`src/hdl/rau_pkg.sv`:
```
// ----------------------------------------------------------------------------
// rau_pkg: shared types and constants for the rational arithmetic unit
// Commands, payload structs and the front-to-back work descriptor.
// ----------------------------------------------------------------------------
`default_nettype none
package rau_pkg;

    localparam int OPERAND_WIDTH_DEF = 32;
    localparam int WIDE_W = 64;
    localparam int QUEUE_DEPTH = 2;

    typedef enum logic [3:0] {
        CMD_ADD   = 4'd0,
        CMD_SUB   = 4'd1,
        CMD_MUL   = 4'd2,
        CMD_DIV   = 4'd3,
        CMD_LESS  = 4'd4,
        CMD_GREAT = 4'd5,
        CMD_EQUAL = 4'd6,
        CMD_FLOOR = 4'd7,
        CMD_ROUND = 4'd8
    } cmd_t;

    typedef struct packed {
        logic [3:0]         command;
        logic signed [31:0] a_num;
        logic [30:0]        a_den;
        logic signed [31:0] b_num;
        logic [30:0]        b_den;
    } in_item_t;

    typedef struct packed {
        logic signed [63:0] res_num;
        logic [62:0]        res_den;
        logic               compare_flag;
        logic               div_by_zero;
    } out_item_t;

    // work kinds handed to the back end
    typedef enum logic [1:0] {
        JOB_DONE   = 2'd0,  // result already known
        JOB_REDUCE = 2'd1,  // reduce num/den by gcd
        JOB_FLOOR  = 2'd2,  // floor(num/den)
        JOB_ROUND  = 2'd3   // round half even(num/den)
    } job_t;

    typedef struct packed {
        job_t               job;
        logic signed [63:0] num;
        logic [63:0]        den;
        logic               compare_flag;
        logic               div_by_zero;
    } work_t;

    typedef enum logic [2:0] {
        ST_IDLE,
        ST_GCD,
        ST_DIV,
        ST_FIX,
        ST_OUT
    } back_state_t;

endpackage
`default_nettype wire

```
`src/hdl/rau_back.sv`:
```
// ----------------------------------------------------------------------------
// rau_back: gcd reduction and floor/round division
// Euclid by restoring division, one quotient bit per cycle.
// ----------------------------------------------------------------------------
`default_nettype none
module rau_back
    import rau_pkg::*;
(
    input  wire logic  clk,
    input  wire logic  rst_n,
    input  wire logic  work_valid,
    output logic       work_stall,
    input  wire work_t work,
    output logic       valid,
    input  wire logic  stall,
    output out_item_t  data
);

    back_state_t       state_reg, state_next;
    job_t              job_reg;
    logic              neg_reg, cf_reg, dz_reg;
    logic [63:0]       mag_reg, den_reg;       // original magnitude / den
    logic [63:0]       p_reg, q_reg;           // gcd pair
    logic [63:0]       dvd_reg, dvs_reg;       // divider operands
    logic [63:0]       quo_reg, rem_reg;
    logic [6:0]        bit_reg;
    logic [1:0]        phase_reg;              // 0 gcd step, 1 mag/g, 2 den/g, 3 floor/round
    out_item_t         out_reg;
    logic [64:0]       trial;
    logic [63:0]       rem_sh;

    assign work_stall = (state_reg != ST_IDLE);
    assign valid      = (state_reg == ST_OUT);
    assign data       = out_reg;
    assign rem_sh     = {rem_reg[62:0], dvd_reg[63]};
    assign trial      = {1'b0, rem_sh} - {1'b0, dvs_reg};

    always_comb
    begin
        state_next = state_reg;
        case (state_reg)
            ST_IDLE:
                if (work_valid)
                    state_next = (work.job == JOB_DONE || work.num == 0) ? ST_OUT :
                                 (work.job == JOB_REDUCE) ? ST_GCD : ST_DIV;
            ST_GCD:
                if (q_reg == 0)
                    state_next = ST_DIV;
            ST_DIV:
                if (bit_reg == 7'd0)
                    state_next = ST_FIX;
            ST_FIX:
                state_next = (job_reg == JOB_REDUCE && phase_reg != 2'd2) ? ST_DIV : ST_OUT;
            ST_OUT:
                if (!stall)
                    state_next = ST_IDLE;
            default: state_next = ST_IDLE;
        endcase
    end

    always_ff @(posedge clk or negedge rst_n)
    begin
        if (!rst_n)
            state_reg <= ST_IDLE;
        else
            state_reg <= state_next;
    end

    always_ff @(posedge clk)
    begin
        case (state_reg)
            ST_IDLE:
                if (work_valid)
                begin
                    job_reg   <= work.job;
                    neg_reg   <= work.num[63];
                    mag_reg   <= work.num[63] ? 64'(-work.num) : 64'(work.num);
                    den_reg   <= work.den;
                    p_reg     <= work.num[63] ? 64'(-work.num) : 64'(work.num);
                    q_reg     <= work.den;
                    // gcd steps start with p mod q
                    dvd_reg   <= work.num[63] ? 64'(-work.num) : 64'(work.num);
                    dvs_reg   <= work.den;
                    rem_reg   <= '0;
                    quo_reg   <= '0;
                    bit_reg   <= 7'd63;
                    phase_reg <= (work.job == JOB_REDUCE) ? 2'd0 : 2'd3;
                    out_reg.res_num      <= '0;
                    out_reg.res_den      <= 63'd1;
                    out_reg.compare_flag <= work.compare_flag;
                    out_reg.div_by_zero  <= work.div_by_zero;
                    cf_reg <= work.compare_flag;
                    dz_reg <= work.div_by_zero;
                end
            ST_GCD:
            begin
                // one remainder bit per cycle for p mod q
                if (q_reg != 0)
                begin
                    if (bit_reg == 7'd0)
                    begin
                        p_reg   <= q_reg;
                        q_reg   <= !trial[64] ? trial[63:0] : rem_sh;
                        dvd_reg <= q_reg;
                        dvs_reg <= !trial[64] ? trial[63:0] : rem_sh;
                        rem_reg <= '0;
                        bit_reg <= 7'd63;
                    end
                    else
                    begin
                        rem_reg <= !trial[64] ? trial[63:0] : rem_sh;
                        dvd_reg <= {dvd_reg[62:0], 1'b0};
                        bit_reg <= bit_reg - 7'd1;
                    end
                end
                else
                begin
                    // gcd found in p: divide magnitude next
                    dvd_reg   <= mag_reg;
                    dvs_reg   <= p_reg;
                    rem_reg   <= '0;
                    quo_reg   <= '0;
                    bit_reg   <= 7'd63;
                    phase_reg <= 2'd1;
                end
            end
            ST_DIV:
            begin
                if (!trial[64])
                    rem_reg <= trial[63:0];
                else
                    rem_reg <= rem_sh;
                quo_reg <= {quo_reg[62:0], !trial[64]};
                dvd_reg <= {dvd_reg[62:0], 1'b0};
                bit_reg <= bit_reg - 7'd1;
            end
            ST_FIX:
            begin
                if (phase_reg == 2'd1)
                begin
                    out_reg.res_num <= neg_reg ? 64'(-quo_reg) : quo_reg;
                    dvd_reg   <= den_reg;
                    rem_reg   <= '0;
                    quo_reg   <= '0;
                    bit_reg   <= 7'd63;
                    phase_reg <= 2'd2;
                end
                else if (phase_reg == 2'd2)
                    out_reg.res_den <= quo_reg[62:0];
                else
                begin
                    // floor / round on magnitude quotient and remainder
                    logic signed [63:0] qs;
                    logic [63:0]        rs;
                    logic               up;
                    qs = neg_reg ? 64'(-quo_reg) : quo_reg;
                    rs = rem_reg;
                    if (neg_reg && rem_reg != 0)
                    begin
                        qs = qs - 64'sd1;
                        rs = den_reg - rem_reg;
                    end
                    up = 1'b0;
                    if (job_reg == JOB_ROUND)
                        up = ({rs, 1'b0} > {1'b0, den_reg}) ||
                             ({rs, 1'b0} == {1'b0, den_reg} && qs[0]);
                    out_reg.res_num <= qs + 64'(up);
                    out_reg.res_den <= 63'd1;
                end
                out_reg.compare_flag <= cf_reg;
                out_reg.div_by_zero  <= dz_reg;
            end
            default: ;
        endcase
    end

endmodule
`default_nettype wire

```
`config.mk`:
```
export PLATFORM = sky130hd
export DESIGN_NAME = rau_back
export DESIGN_NICKNAME = d
export VERILOG_FILES = /design/src/hdl/rau_pkg.sv /design/src/hdl/rau_back.sv
export SDC_FILE = /design/constraint.sdc
export NUM_CORES = 2
export LEC_CHECK = 0
export BUFFER_PORTS_ARGS = -buffer_cell sky130_fd_sc_hd__buf_2
export CAP_MARGIN = 20
export CORE_UTILIZATION = 45
export CTS_CLUSTER_DIAMETER = 200
export DETAILED_ROUTE_END_ITERATION = 6
export GPL_TIMING_DRIVEN = 0
export PLACE_DENSITY = 0.69
export SYNTH_ARGS = -nofsm -noshare
export SYNTH_HDL_FRONTEND = slang
export SYNTH_SLANG_ARGS = --single-unit
```
`constraint.sdc`:
```
create_clock -name clk -period 13.05 [get_ports clk]
set_input_delay 1.9575 -clock clk [delete_from_list [all_inputs] [get_ports clk]]
set_output_delay 1.9575 -clock clk [all_outputs]
set_load 0.1 [all_outputs]
```
==> flow_metrics.py <==
metrics = {
    "critical_path": {
        "crit_path_top_delay_cell": "nor4_1",
        "crit_path_start_kind": "register",
        "slowest_delay_ns": 1.02,
        "crit_arrival_ns": 12.47,
        "critPathCaptureType": "register",
        "criticalPathCategory": "reg -> reg",
        "r2r_cells": 32,
        "cp_max_fo": 10,
        "required_ns": 13.45,
    },
    "floorplanning": {
        "start_util": 0.457,
        "row_count": 115,
        "dieArea_mm2": 0.102,
        "die_x_um": 319,
        "fp.dieH_um": 319,
        "core-area_mm2": 0.0990,
        "io_pins": 267,
    },
    "grt": {
        "grt_pass1_vias": 37873,
        "overflow": 0,
        "antenna_found_initial": 4,
        "grt_max_degree": 68,
        "gr-usage-all-layers": 0.322,
        "grt_pass1_wl_um": 244000,
    },
    "pwr": {
        "p_per_area_mw_per_mm2": 285,
        "leakage_nw": 20.4,
        "ir_drop_mv": 0.173,
    },
    "drt": {
        "drc": 2,
        "first_pass_iters": 7,
        "drtAntennaViolNets": 0,
        "totalWireLength_um": 168000,
        "via_per_inst": 6.16,
        "wl_per_cell_um": 25.5,
        "vias": 40512,
        "drtIter0Drc": 5382,
    },
    "logic_synthesis": {
        "yosysMostFrequentCell": "edfxtp_1",
        "synthTopCellsByCount": "655 x edfxtp_1, 535 x nand2_1, 375 x a21oi_1",
        "syn_nets": 5192,
        "synth.area.top_cells": "edfxtp_1 44%, ha_1 5.4%, nand2_1 4.4%",
        "synth_warnings": 0,
        "yosysTopAreaCellShare": 0.435,
        "ys_types": 101,
        "syn_avg_cell_area_um2": 9.30,
        "syn_area_mm2": 0.0452,
        "synth-seq-cells": 658,
        "async_flop_share": 0.00456,
        "ys.flop_type": "edfxtp_1",
        "syn_inst": 4858,
        "synth_area_leader_cell": "edfxtp_1",
        "synth-seq-area-share": 0.437,
        "synth_edf_count": 655,
    },
    "layout": {
        "largest_reg_flops": 129,
        "multi_input_area_mm2": 0.0233,
        "n_fill_cell": 9149,
        "fin_cells": 6575,
        "syn_to_final_growth_pct": 13.3,
        "seq_area_mm2": 0.0197,
        "drive_gt1_frac": 0.0967,
        "nets": 5567,
    },
    "placed_design": {
        "placed_cells": 6439,
        "port_buffers": 266,
        "place_congestion": 1.01,
        "dpl.hpwl_um": 133000,
    },
    "sta": {
        "hold_viol": 0,
        "setup_tns_ns": 0,
        "finClkSkew_ns": 0.0611,
        "fin_crit_sh": 0.924,
        "setup_viol": 0,
        "slew_headroom": 0.166,
        "max_slew.worst_pin.slew_ns": 1.24,
        "fin_crit_ns": 12.06,
        "fmax_ghz": 0.0829,
        "rsz0062_at_grt": "false",
        "slew_violations": 0,
    },
    "run": {
        "drv_cap": 0,
    },
    "run_status": {
        "violations": "design-rule violations",
        "status": "finished, violations left",
    },
    "cts": {
        "tritoncts": "done",
        "postCtsSetupRepairBufs": 0,
        "cts_buffers": 75,
        "cts_root_buf": "clkbuf_16",
        "post_cts_resized": 0,
        "htree_levels": 3,
        "hold_buffers": 0,
        "path_clk_slew_ns": 0.06,
        "cts_buffer_depth": 3,
        "clk_latency_ns": 0.69,
        "cts_sinks": 658,
    },
    "min_path": {
        "hold_depth": 2,
        "hp-class": "reg -> reg",
    },
}
[critical path, delay by kind of cell (launching register included)]
family	cells	cell delay [ns]
adder cells (fa/ha/maj)	3	0.72
AO/OA/AOI/OAI	11	2.95
AND/OR/NAND/NOR	12	4.93
buffers and inverters	5	2.40
flip-flops	1	0.57
XOR/XNOR	1	0.18
[cell usage in the layout (no fill, tap or decap), types with 172 or more instances in the layout]
cell type,Yosys,final
a21oi_1,375,375
buf_2,11,280
clkbuf_1,227,239
edfxtp_1,655,655
ha_1,196,196
inv_1,305,304
nand2_1,535,534
nor2_1,346,346
o21ai_0,319,317
xnor2_1,172,172
xor2_1,176,176
[final cells by class]
class                   instances  area share
well taps                    1287      0.0314
clock buffers                  88      0.0376
repair buffers                298      0.0356
inverters                     306      0.0225
flip-flops and latches        658       0.385
clock inverters                43      0.0117
plain buffers                 264      0.0202
diodes                          1   0.0000489
multi-input cells            3630       0.456
[routing by layer]
metal	wire length, um	part of all wire	global-route usage	vias up
li1	-	-	-	18588
met1	67100	0.40	0.422	19188
met2	76200	0.45	0.519	2323
met3	15700	0.094	0.0535	411
met4	8810	0.053	0.154	2
met5	13	0.000077	0	-
[logic make-up after synthesis]
kind of cell	share of synthesized area
XOR/XNOR	0.0678
buffers and inverters	0.0482
multiplexers	0.0188
adder cells (fa/ha/maj)	0.0551
AND/OR/NAND/NOR	0.187
flip-flops	0.437
AO/OA/AOI/OAI	0.186
[power by group]
part           switching (mW)  total, mW  internal (mW)
logic                    5.74       8.29           2.55
registers               0.609       4.06           3.45
clock network           0.964       2.24           1.27
[through the flow]
stage / cell area, um^2 / util / total power, mW / hold WS, ns / worst slack, ns
after global placement: 48100 / 0.486 / 12.1 / 0.497 / -3.07
after detailed placement: 48700 / 0.492 / 12.2 / 0.502 / 1.27
after floorplan: 45200 / - / 9.76 / 0.484 / 1.73
after CTS: 51200 / 0.517 / 14.4 / 0.469 / 1.21
final: 51200 / 0.517 / 14.6 / 0.467 / 0.987
after global routing: 51200 / 0.517 / 15.3 / 0.511 / 0.691
[worst paths after layout]
| path | slack [ns] | startpoint | end |
|---|---|---|---|
| max | 0.99 | rem_reg[26] | data[109] |
| min | 0.47 | dz_reg | data[0] |
| max reg2reg | 0.99 | rem_reg[26] | data[109] |
| min reg2reg | 0.47 | dz_reg | data[0] |
| max in group asynchronous | 11.89 | rst_n | state_reg[0] |
| min in group asynchronous | 1.05 | rst_n | state_reg[2] |
Power figures use the tool's default switching activity.
