## src/hdl/rau_pkg.sv

```systemverilog
// ----------------------------------------------------------------------------
// rau_pkg: shared types and constants for the rational arithmetic unit
// Commands, payload structs and the front-to-back work descriptor.
// ----------------------------------------------------------------------------
`default_nettype none
package rau_pkg;

    localparam int OPERAND_WIDTH_DEF = 32;
    localparam int WIDE_W = 64;
    localparam int QUEUE_DEPTH = 2;

    typedef enum logic [3:0] {
        CMD_ADD   = 4'd0,
        CMD_SUB   = 4'd1,
        CMD_MUL   = 4'd2,
        CMD_DIV   = 4'd3,
        CMD_LESS  = 4'd4,
        CMD_GREAT = 4'd5,
        CMD_EQUAL = 4'd6,
        CMD_FLOOR = 4'd7,
        CMD_ROUND = 4'd8
    } cmd_t;

    typedef struct packed {
        logic [3:0]         command;
        logic signed [31:0] a_num;
        logic [30:0]        a_den;
        logic signed [31:0] b_num;
        logic [30:0]        b_den;
    } in_item_t;

    typedef struct packed {
        logic signed [63:0] res_num;
        logic [62:0]        res_den;
        logic               compare_flag;
        logic               div_by_zero;
    } out_item_t;

    // work kinds handed to the back end
    typedef enum logic [1:0] {
        JOB_DONE   = 2'd0,  // result already known
        JOB_REDUCE = 2'd1,  // reduce num/den by gcd
        JOB_FLOOR  = 2'd2,  // floor(num/den)
        JOB_ROUND  = 2'd3   // round half even(num/den)
    } job_t;

    typedef struct packed {
        job_t               job;
        logic signed [63:0] num;
        logic [63:0]        den;
        logic               compare_flag;
        logic               div_by_zero;
    } work_t;

    typedef enum logic [2:0] {
        ST_IDLE,
        ST_GCD,
        ST_DIV,
        ST_FIX,
        ST_OUT
    } back_state_t;

endpackage
`default_nettype wire

```

## src/hdl/rau_queue.sv

```systemverilog
// ----------------------------------------------------------------------------
// rau_queue: small work queue between front and back
// Two-entry FIFO so the front and back stall independently.
// ----------------------------------------------------------------------------
`default_nettype none
module rau_queue
    import rau_pkg::*;
(
    input  wire logic  clk,
    input  wire logic  rst_n,
    input  wire logic  wr_valid,
    output logic       wr_stall,
    input  wire work_t wr_data,
    output logic       rd_valid,
    input  wire logic  rd_stall,
    output work_t      rd_data
);

    localparam int AW = $clog2(QUEUE_DEPTH);

    work_t        mem [QUEUE_DEPTH];
    logic [AW-1:0] wp_reg, rp_reg;
    logic [AW:0]   cnt_reg;
    logic          wr_en, rd_en;

    assign wr_stall = (cnt_reg == (AW+1)'(QUEUE_DEPTH));
    assign rd_valid = (cnt_reg != '0);
    assign rd_data  = mem[rp_reg];
    assign wr_en    = wr_valid && !wr_stall;
    assign rd_en    = rd_valid && !rd_stall;

    always_ff @(posedge clk or negedge rst_n)
    begin
        if (!rst_n)
        begin
            wp_reg  <= '0;
            rp_reg  <= '0;
            cnt_reg <= '0;
        end
        else
        begin
            if (wr_en)
                wp_reg <= wp_reg + 1'b1;
            if (rd_en)
                rp_reg <= rp_reg + 1'b1;
            cnt_reg <= cnt_reg + (AW+1)'(wr_en) - (AW+1)'(rd_en);
        end
    end

    always_ff @(posedge clk)
    begin
        if (wr_en)
            mem[wp_reg] <= wr_data;
    end

endmodule
`default_nettype wire

```

## config.mk

```make
export PLATFORM = sky130hd
export DESIGN_NAME = rau_queue
export DESIGN_NICKNAME = d
export VERILOG_FILES = /design/src/hdl/rau_pkg.sv /design/src/hdl/rau_queue.sv
export SDC_FILE = /design/constraint.sdc
export NUM_CORES = 1
export LEC_CHECK = 0
export BUFFER_PORTS_ARGS = -buffer_cell sky130_fd_sc_hd__clkbuf_2
export CAP_MARGIN = 15
export CORE_MARGIN = 3
export CORE_UTILIZATION = 35
export CTS_CLUSTER_SIZE = 28
export DETAILED_ROUTE_END_ITERATION = 12
export GPL_ROUTABILITY_DRIVEN = 0
export PLACE_DENSITY = 0.65
export SKIP_LAST_GASP = 1
export SLEW_MARGIN = 20
export SYNTH_ARGS = -nofsm -noshare
export SYNTH_HDL_FRONTEND = slang
export SYNTH_SLANG_ARGS = --single-unit
```

## constraint.sdc

```tcl
create_clock -name clk -period 15.3 [get_ports clk]
set_clock_uncertainty 0.05 [all_clocks]
set_input_delay 2.295 -clock clk [delete_from_list [all_inputs] [get_ports clk]]
set_output_delay 2.295 -clock clk [all_outputs]
set_load 0.01 [all_outputs]
```

==> results of run 1 <==
## cells in the final DEF, fill, tap and decap left out, drive strengths merged
| cell | netlist | routed |
|---|---|---|
| nor2b | 1 | 1 |
| clkbuf | 0 | 301 |
| dfrtp | 4 | 4 |
| bufinv | 0 | 7 |
| buf | 15 | 5 |
| clkinvlp | 0 | 1 |
| clkinv | 0 | 13 |
| diode | 0 | 1 |
| or2 | 1 | 1 |
| nor2 | 1 | 1 |
| xor2 | 1 | 1 |
| nand2b | 1 | 1 |
| inv | 2 | 2 |
| edfxtp | 264 | 264 |
| nand2 | 1 | 1 |
| ha | 2 | 2 |
| xnor2 | 3 | 3 |
| and3 | 1 | 1 |
| mux2 | 132 | 132 |
## stage by stage
stage / setup WS, ns / utilization [%] / power [W] / hold WS, ns / std cells
2_1_floorplan: 6.75 / - / 0.00159 / 0.410 / 429
3_3_place_gp: 10.56 / 41.9 / 0.00182 / 0.430 / 1066
3_5_place_dp: 10.53 / 41.9 / 0.00183 / 0.449 / 1066
4_1_cts: 10.34 / 45.6 / 0.00257 / 0.461 / 1119
5_1_grt: 10.28 / 45.6 / 0.00265 / 0.480 / 1120
6_report: 10.41 / 45.6 / 0.00252 / 0.462 / 1120
## worst max-delay path, stage by stage (launching register included)
cell                       delay, ns
sky130_fd_sc_hd__dfrtp_4        0.57
sky130_fd_sc_hd__buf_4          0.84
sky130_fd_sc_hd__mux2_2         0.43
sky130_fd_sc_hd__clkbuf_2       0.13
## cell usage after synthesis
cell type,instances
sky130_fd_sc_hd__nor2_1,1
sky130_fd_sc_hd__buf_6,9
sky130_fd_sc_hd__nand2b_1,1
sky130_fd_sc_hd__xnor2_1,3
sky130_fd_sc_hd__and3_1,1
sky130_fd_sc_hd__or2_2,1
sky130_fd_sc_hd__nand2_1,1
sky130_fd_sc_hd__edfxtp_1,264
sky130_fd_sc_hd__mux2_2,62
sky130_fd_sc_hd__dfrtp_1,4
sky130_fd_sc_hd__xor2_1,1
sky130_fd_sc_hd__nor2b_1,1
sky130_fd_sc_hd__buf_2,6
sky130_fd_sc_hd__inv_1,2
sky130_fd_sc_hd__ha_1,2
sky130_fd_sc_hd__mux2_4,70
## worst paths after layout
| path | from | endpoint | slack [ns] | cells past startpoint |
|---|---|---|---|---|
| setup / recovery | rp_reg$_DFFE_PN0P_ | rd_data[127] | 10.41 | 3 |
| hold / removal | cnt_reg[1]$_DFF_PN0_ | cnt_reg[1]$_DFF_PN0_ | 0.46 | 1 |
| setup reg to reg | cnt_reg[1]$_DFF_PN0_ | mem[0][99]$_DFFE_PP_ | 12.43 | 5 |
| hold reg to reg | cnt_reg[1]$_DFF_PN0_ | cnt_reg[1]$_DFF_PN0_ | 0.46 | 1 |
| max in group asynchronous | rst_n | rp_reg$_DFFE_PN0P_ | 13.54 | 1 |
| min in group asynchronous | rst_n | wp_reg$_DFFE_PN0P_ | 1.52 | 1 |
## routing by layer
| metal | routed length (um) | track usage (%) |
|---|---|---|
| met1 | 7540 | 14.6 |
| met2 | 8840 | 19.2 |
| met3 | 1680 | 4.32 |
| met4 | 676 | 3.99 |
| met5 | 13 | 0 |
## power groups by stage
stage          Clock, W  Sequential [W]  Combinational (W)
6_report       0.000730         0.00105           0.000741
5_1_grt        0.000783         0.00107           0.000798
4_1_cts        0.000753         0.00105           0.000762
3_3_place_gp          0         0.00106           0.000760
3_5_place_dp          0         0.00107           0.000760
2_1_floorplan         0         0.00108           0.000514
## layout make-up
type                    instances  share of cell area [%]
repair buffers                274                    10.8
inverters                       2                  0.0588
multi-input cells             144                    14.5
diodes                          1                  0.0196
well taps                     378                    3.70
clock inverters                21                    2.17
flip-flops and latches        268                    62.9
clock buffers                  32                    5.77
## cell families after synthesis
family | count (synthesis)
adder cells (fa/ha/maj) | 2
multiplexers | 132
flip-flops | 268
buffers and inverters | 17
XOR/XNOR | 4
AND/OR/NAND/NOR | 6
==> summary.md, run 1 <==
The flow ran to the end, and the final reports show no timing, DRC or antenna violations. Post-CTS timing repair inserted 0 buffers for setup. The cell leakage power is 5.01 nW, and the number of nets in the layout is 857. Dividing total power by cell area gives a power density of 198 nW/um2. For the worst setup path, the data required time is 12.96 ns. The wire-length estimate of the detail-placed layout is 12200 um.

The die outline height was 175 um; the number of distinct library cell variants in the gate-level netlist after synthesis was 16. The sequential cells in the finished layout cover a total of 8030 um2. The minimum period implied by the final worst setup slack works out to 4.89 ns. Switching part of the total: 27.8%. In this run, the number of DRC markers left after iteration 0 of detailed routing was 263. Summed over all instances, the cell type with the most area after synthesis is sky130_fd_sc_hd__edfxtp_1. The worst setup path is launched from a register.

The tools report the number of slew-limit violations in the final report as 0. The remaining number of nets flagged by the antenna check after routing came out at 0. Share of the cycle needed by the critical path after routing: 31.9%.

The clock-pin slew on the worst setup and hold paths is 0.06 ns, and the combined global-route utilization of all metal layers is 11.8%. The area growth from synthesis to layout is 27.6%. Setup violations remaining at the end of the flow were counted as 0. With fillers left out, the area of the finished cells amounts to 12800 um2. Sorting the synthesized cells by area gives the leading types as sky130_fd_sc_hd__edfxtp_1, sky130_fd_sc_hd__mux2_4, sky130_fd_sc_hd__mux2_2, sky130_fd_sc_hd__buf_6, sky130_fd_sc_hd__dfrtp_1. In this run, post-CTS hold repair placed 0 buffers.

The longest clock path from root to sink contains 3 buffers. The region available for standard cell placement spans 28000 um2. The average wire length per cell after detail routing came out at 16.7 um. After synthesis, the largest family of logic cells by area is multiplexers.

Flip-flop count of the largest register after layout: 264. Summing the areas of all compound-gate instances in the mapped netlist gives 0% of the synthesized area. The run gives 61 as the total number of placement rows.

After synthesis, the mean cell area works out to 23.3 um2. The clock root buffer master is sky130_fd_sc_hd__clkbuf_16. During placement, the flow inserted port buffers numbering 269.

In this run the count of I/O pins placed on the die edge is 270. Clock latency on the worst-skew pair, taken at its later pin, is 0.52 ns. Mean number of vias per cell: 4.40.

Summed over all layers, the global routing overflow is 0. The floorplan step defined a die boundary enclosing 30700 um2. The tools report the fill cell instance count of the final layout as 2432. The via count of the first global-routing pass was 5172; the portion of netlist area occupied by mux cells was 17.5%. The die is 175 um wide. The top cell type by area accounts for 79.2% of the synthesized area. The fraction of the mapped netlist area in simple logic gates came out at 0.325%. The worst setup path is captured at a primary output. For the total negative slack for setup checks, the log shows 0 ns. The Yosys step of the flow raised 0 warnings.

Counting every instance in the synthesized netlist gives 429. The internal portion of the total power is 0.00182 W. The worst supply voltage drop on vdd was 0.220 mV.

First-pass GRT wire length: 28600 um. Of the cells placed in the final design, the portion with a size suffix greater than 1 is 61.4%. TritonCTS built the clock tree. The post-synthesis share of cell area spent on xor and xnor gates is 0.350%.

The tools report the count of clock tree sinks as 268. Detailed routing inserted a total of 4931 vias. The adder and majority gate portion of the synthesized area is 0.250%. Setup repair after global routing left no endpoint under its margin. The number of clock buffers added by TritonCTS is 29. The maximum level of the CTS H-tree is 1, and the placed cell area is 11800 um2. The post-route DRC violation count is 0, and the clock power share is 29.0%. The post-synthesis net count came out at 567.

For this design the total switching power over the nets is 0.000702 W. In this run the cell area of the synthesized design comes to 10000 um2. The sequential group share of total power was 41.6%. Combinational logic is responsible for 29.4% of the overall power. In this run the worst path has a maximum fanout of 56. The number of flip-flops and latches in the synthesized netlist was 268. The worst min-delay path class is reg -> reg. The logs give 76 for the largest net degree at the start of global routing and 4 for the count of TritonRoute iterations in the first routing pass.

Summed over all layers, the routed wires come to 18800 um. The top achievable clock speed is 205 MHz, and the initial core utilization is 35.7%. Final count of hold timing violations: 0. The logs give 0 for the count of maximum capacitance violations and 2 for the initial antenna violation count. STA puts the critical path data arrival time at 2.54 ns.

The type of the worst setup path was reg -> out. The number of gates resized after CTS was 0. Measured against its own limit, the worst slew margin works out to 29.2%. The share of the Yosys chip area taken by registers is 80.2%. The multi-input combinational cells in the finished layout cover a total of 1850 um2.

For the pin with the worst max-slew slack, the measured transition is 1.06 ns.
(Power assumes the default switching activity.)
==> run 2, diff against run 1 <==
--- a/config.mk
+++ b/config.mk
@@ -5,6 +5,7 @@
 export SDC_FILE = /design/constraint.sdc
 export NUM_CORES = 1
 export LEC_CHECK = 0
+export ABC_AREA = 1
 export BUFFER_PORTS_ARGS = -buffer_cell sky130_fd_sc_hd__clkbuf_2
 export CAP_MARGIN = 15
 export CORE_MARGIN = 3
@@ -12,7 +13,7 @@
 export CTS_CLUSTER_SIZE = 28
 export DETAILED_ROUTE_END_ITERATION = 12
 export GPL_ROUTABILITY_DRIVEN = 0
-export PLACE_DENSITY = 0.65
+export PLACE_DENSITY = 0.67
 export SKIP_LAST_GASP = 1
 export SLEW_MARGIN = 20
 export SYNTH_ARGS = -nofsm -noshare
==> constraint.sdc (replaced) <==
create_clock -name clk -period 4.04 [get_ports clk]
set_clock_uncertainty 0.05 [all_clocks]
set_input_delay 0.606 -clock clk [delete_from_list [all_inputs] [get_ports clk]]
set_output_delay 0.606 -clock clk [all_outputs]
set_load 0.01 [all_outputs]
==> summary.md, run 2 <==
The port buffer count is 269 (unchanged), and the width of the die is 174 um (-0.73%). The stage delay of the slowest cell on the critical path came out at 0.66 ns (-0.18 ns). The worst path needs 3.17 ns of the cycle, external delays included. Setup repair after global routing left no endpoint under its margin.

The worst supply voltage drop on vdd was 0.400 mV (+82%); the clock power share was 26.5% (-2.5 points). Most used standard cell by instance count after synthesis: sky130_fd_sc_hd__nand2_1. Sequential cell area fraction in the yosys report: 81.4% (+1.2 points).

The total number of placement rows came out at 60 (-1.6%). Among all flip-flop cells after synthesis, the most frequent one is sky130_fd_sc_hd__edfxtp_1. The fraction of final layout cells with drive strength greater than 1 is 31.0% (-30 points), and the netlist area before placement is 9860 um2 (-1.5%). The tools report the number of gates resized after CTS as 0 (unchanged). The critical path is of the reg -> out type.

The tools report the first-pass GRT wire length as 34200 um (+20%). Broken down by cell family, the worst path's largest delay share belongs to buffers and inverters. The count of flip-flops with a built-in enable after synthesis is 264 (unchanged), and the post-route DRC violation count is 0 (unchanged). The setup slack at placement is 1.34 ns (-9.19 ns).

The number of slew-limit violations in the final report was 0 (unchanged). The worst setup path is captured at a primary output. The worst register-to-register path begins at cnt_reg[1]$_DFF_PN0_.

In this run the most critical hold path is launched from wr_data[18]. The run gives 47.1% (+18 points) as the headroom to the max-slew limit. For the number of instances in the placed design, the log shows 1344 (+26%). Leaving out fill and tap cells, the most frequent cell in the layout is sky130_fd_sc_hd__nand2_1.

Final total power: 0.00926 W (+270%). The combined global-route utilization of all metal layers came out at 14.1% (+2.3 points). The post-synthesis net count is 861 (+52%). Kind of start point of the critical path: a register.

Reported net switching power: 0.00310 W (+340%). The instance count along the most critical hold path works out to 1 (unchanged). The mean number of vias per cell is 4.44 (+0.79%). The mean post-synth cell area was 13.6 um2 (-42%). The worst-path maximum fanout is 73 (+30%), and the minimum setup slack in the final design is 0.866 ns (-9.55 ns). The final count of hold timing violations is 0 (unchanged).

The reg-to-reg critical path endpoint was mem[1][124]$_DFFE_PP_. The run finished with clean final reports. The clock-pin slew on the worst setup and hold paths came out at 0.06 ns (about the same). For the slack of the worst reg-to-reg path, the log shows 1.98 ns (-10.45 ns). For the maximum level of the CTS H-tree, the log shows 1 (unchanged).

For the total internal power, the log shows 0.00616 W (+240%). The number of vias after detailed routing was 6190 (+26%). The initial antenna violation count was 1 (-1); the count of maximum capacitance violations was 0 (unchanged). TritonCTS built the clock tree.

Slew of the pin with the lowest slew margin: 0.791 ns (-0.271 ns). For the combinational power share, the log shows 30.5% (+1.1 points). The switching part of the total came out at 33.5% (+5.7 points).

The slowest stage of the critical path is the sky130_fd_sc_hd__dfrtp_4 cell. The biggest area contributor in the post-synthesis netlist is sky130_fd_sc_hd__edfxtp_1. The async set or reset register ratio after synthesis was 1.49% (unchanged); the total negative slack for setup checks was 0 ns (unchanged). The number of DRC markers in iteration 0 was 402 (+53%).

For the combined flip-flop and latch cell area, the log shows 8030 um2 (unchanged). Leaving out fill and tap cells, the most frequent cells in the layout are sky130_fd_sc_hd__nand2_1, sky130_fd_sc_hd__clkbuf_2, sky130_fd_sc_hd__edfxtp_1. For the sequential group share of total power, the log shows 43.0% (+1.4 points).

Counting stages on the worst path, the most repeated cell is sky130_fd_sc_hd__nand2_1. The count of TritonRoute iterations in the first routing pass was 4 (unchanged); the count of synthesis-stage warnings from yosys was 0 (unchanged). The run gives 27300 um2 (-2.4%) as the total core area. The final non-filler cell total was 1395 (+25%); the die outline height was 174 um (-0.73%).

The worst path uses 78.6% of the clock period. The run gives 723 (+69%) as the post-synthesis cell count. The via count of the first global-routing pass is 6341 (+23%). The power density normalized to cell area is 742 nW/um2 (+280%). The signal on the critical path passes through inv_4 -> buf_12 -> nand2_1 -> nand2_1 -> clkbuf_2. The worst min-delay path endpoint was mem[1][18]$_DFFE_PP_.

The cell leakage power was 5.39 nW (+7.6%); the area added between synthesis and finish was 26.7%. Fraction of synthesized cell area taken by the top area cell type: 80.4% (+1.2 points). The tightest min-delay check is of the in -> reg type. For the largest net degree at the start of global routing, the log shows 74 (-2.6%). The fill cell instance count of the final layout is 2508 (+3.1%), and the flip-flop count of the largest register after layout is 264 (unchanged). The logs give 3.38 ns (-9.58 ns) for the data required time at the worst endpoint and 36.1% (+0.34 points) for the initial core utilization.

The number of top-level pins is 270 (unchanged), and the average wire length per cell after detail routing is 15.6 um (-6.6%). The post-detailed-placement half-perimeter wirelength came out at 14400 um (+18%). Number of cells traversed by the worst register-to-register path: 4 (-1). In the synthesized netlist, the cells that appear most often are sky130_fd_sc_hd__nand2_1, sky130_fd_sc_hd__edfxtp_1, sky130_fd_sc_hd__buf_2, sky130_fd_sc_hd__inv_1, sky130_fd_sc_hd__buf_6. The diode insertion count for antenna repair came out at 0 (-1). The number of flip-flops and latches in the synthesized netlist was 268 (unchanged); the number of distinct library cell variants in the gate-level netlist after synthesis was 11 (-5). Aggregate global routing overflow: 0 (unchanged). The count of clock tree sinks is 268 (unchanged). The number of nets in the layout is 1141 (+33%), and the total length of routed wires is 21800 um (+16%). The logs give 2.52 ns (-0.02 ns) for the arrival time of data at the critical path endpoint and 28 (-3.4%) for the number of buffers created by CTS. For the final number of setup-violating endpoints, the log shows 0 (unchanged). By area the synthesized netlist is led by sky130_fd_sc_hd__edfxtp_1, sky130_fd_sc_hd__nand2_1, sky130_fd_sc_hd__buf_6, sky130_fd_sc_hd__dfrtp_1, sky130_fd_sc_hd__buf_2. For the remaining number of nets flagged by the antenna check after routing, the log shows 0 (unchanged). The run gives 0.52 ns (about the same) as the clock latency of the later-clocked register in the worst-skew pair. The die footprint is 30200 um2 (-1.5%). The root buffer cell chosen for the clock tree is sky130_fd_sc_hd__clkbuf_16.

The tools report the maximum root-to-sink buffer count as 3 (unchanged). The number of buffer and inverter instances along the worst setup path came out at 3 (+1). For this run, the top clock speed supported by timing is 315 MHz.

The area of the multi-input gates is 1590 um2 (-14%).
## run 2: changes by cell type after synthesis, moves of 3 or more
cell / before / now
sky130_fd_sc_hd__nand3_1: 0 / 3
sky130_fd_sc_hd__mux2_2: 62 / 0
sky130_fd_sc_hd__xnor2_1: 3 / 0
sky130_fd_sc_hd__mux2_4: 70 / 0
sky130_fd_sc_hd__buf_2: 6 / 18
sky130_fd_sc_hd__nand2_1: 1 / 409
sky130_fd_sc_hd__inv_1: 2 / 10
## run 2: power groups by stage
stage | clock network, W | registers [W] | logic [W]
after floorplan | 0 | 0.00401 | 0.00174
after global placement | 0 | 0.00402 | 0.00288
after detailed placement | 0 | 0.00405 | 0.00290
after CTS | 0.00253 | 0.00399 | 0.00291
after global routing | 0.00265 | 0.00404 | 0.00317
final | 0.00246 | 0.00398 | 0.00282
## run 2: what timing repair did
action,in CTS,in global routing
setup buffers,0,0
hold buffers,1,0
hold endpoints to repair,4,0
## run 2: stage by stage
step	hold slack, ns	util (%)	instance area, um2
finish	0.203	45.7	12500
detailed placement	0.375	42.4	11600
global route	0.172	45.7	12500
CTS	0.170	45.7	12500
global placement	0.373	42.4	11600
floorplan	0.260	-	9860
## run 2: area by class of cell
class | count | share of cell area, %
flip-flops and latches | 268 | 64.3
clock inverters | 12 | 1.14
multi-input cells | 415 | 12.7
inverters | 11 | 0.391
well taps | 372 | 3.73
repair buffers | 279 | 11.8
clock buffers | 38 | 5.91
## run 2: kinds of logic after synthesis
logic type,Yosys count,share of synthesized area (%)
AND/OR/NAND/NOR,413,15.8
buffers and inverters,40,2.54
flip-flops,268,81.4
adder cells (fa/ha/maj),2,0.254
## run 2: layer usage
metal | routed length (um) | global-route usage [%] | vias up | share of wire, %
met4 | 1010 | 5.86 | 2 | 4.6
met5 | 13 | 0 | - | 0.060
met1 | 8430 | 16.5 | 2904 | 39
met2 | 10800 | 24.6 | 228 | 50
li1 | - | - | 2989 | -
met3 | 1520 | 3.68 | 67 | 7.0
## run 2: worst max path at each step
| stage | from | to | slack (ns) | cells after the start |
|---|---|---|---|---|
| after floorplan | wr_valid | mem[0][0]$_DFFE_PP_ | 0.25 | 2 |
| after global placement | rp_reg$_DFFE_PN0P_ | rd_data[7] | 1.34 | 5 |
| after detailed placement | rp_reg$_DFFE_PN0P_ | rd_data[7] | 1.34 | 5 |
| after CTS | rp_reg$_DFFE_PN0P_ | rd_data[7] | 0.77 | 5 |
| after global routing | rp_reg$_DFFE_PN0P_ | rd_data[41] | 0.65 | 5 |
| final | rp_reg$_DFFE_PN0P_ | rd_data[7] | 0.87 | 5 |
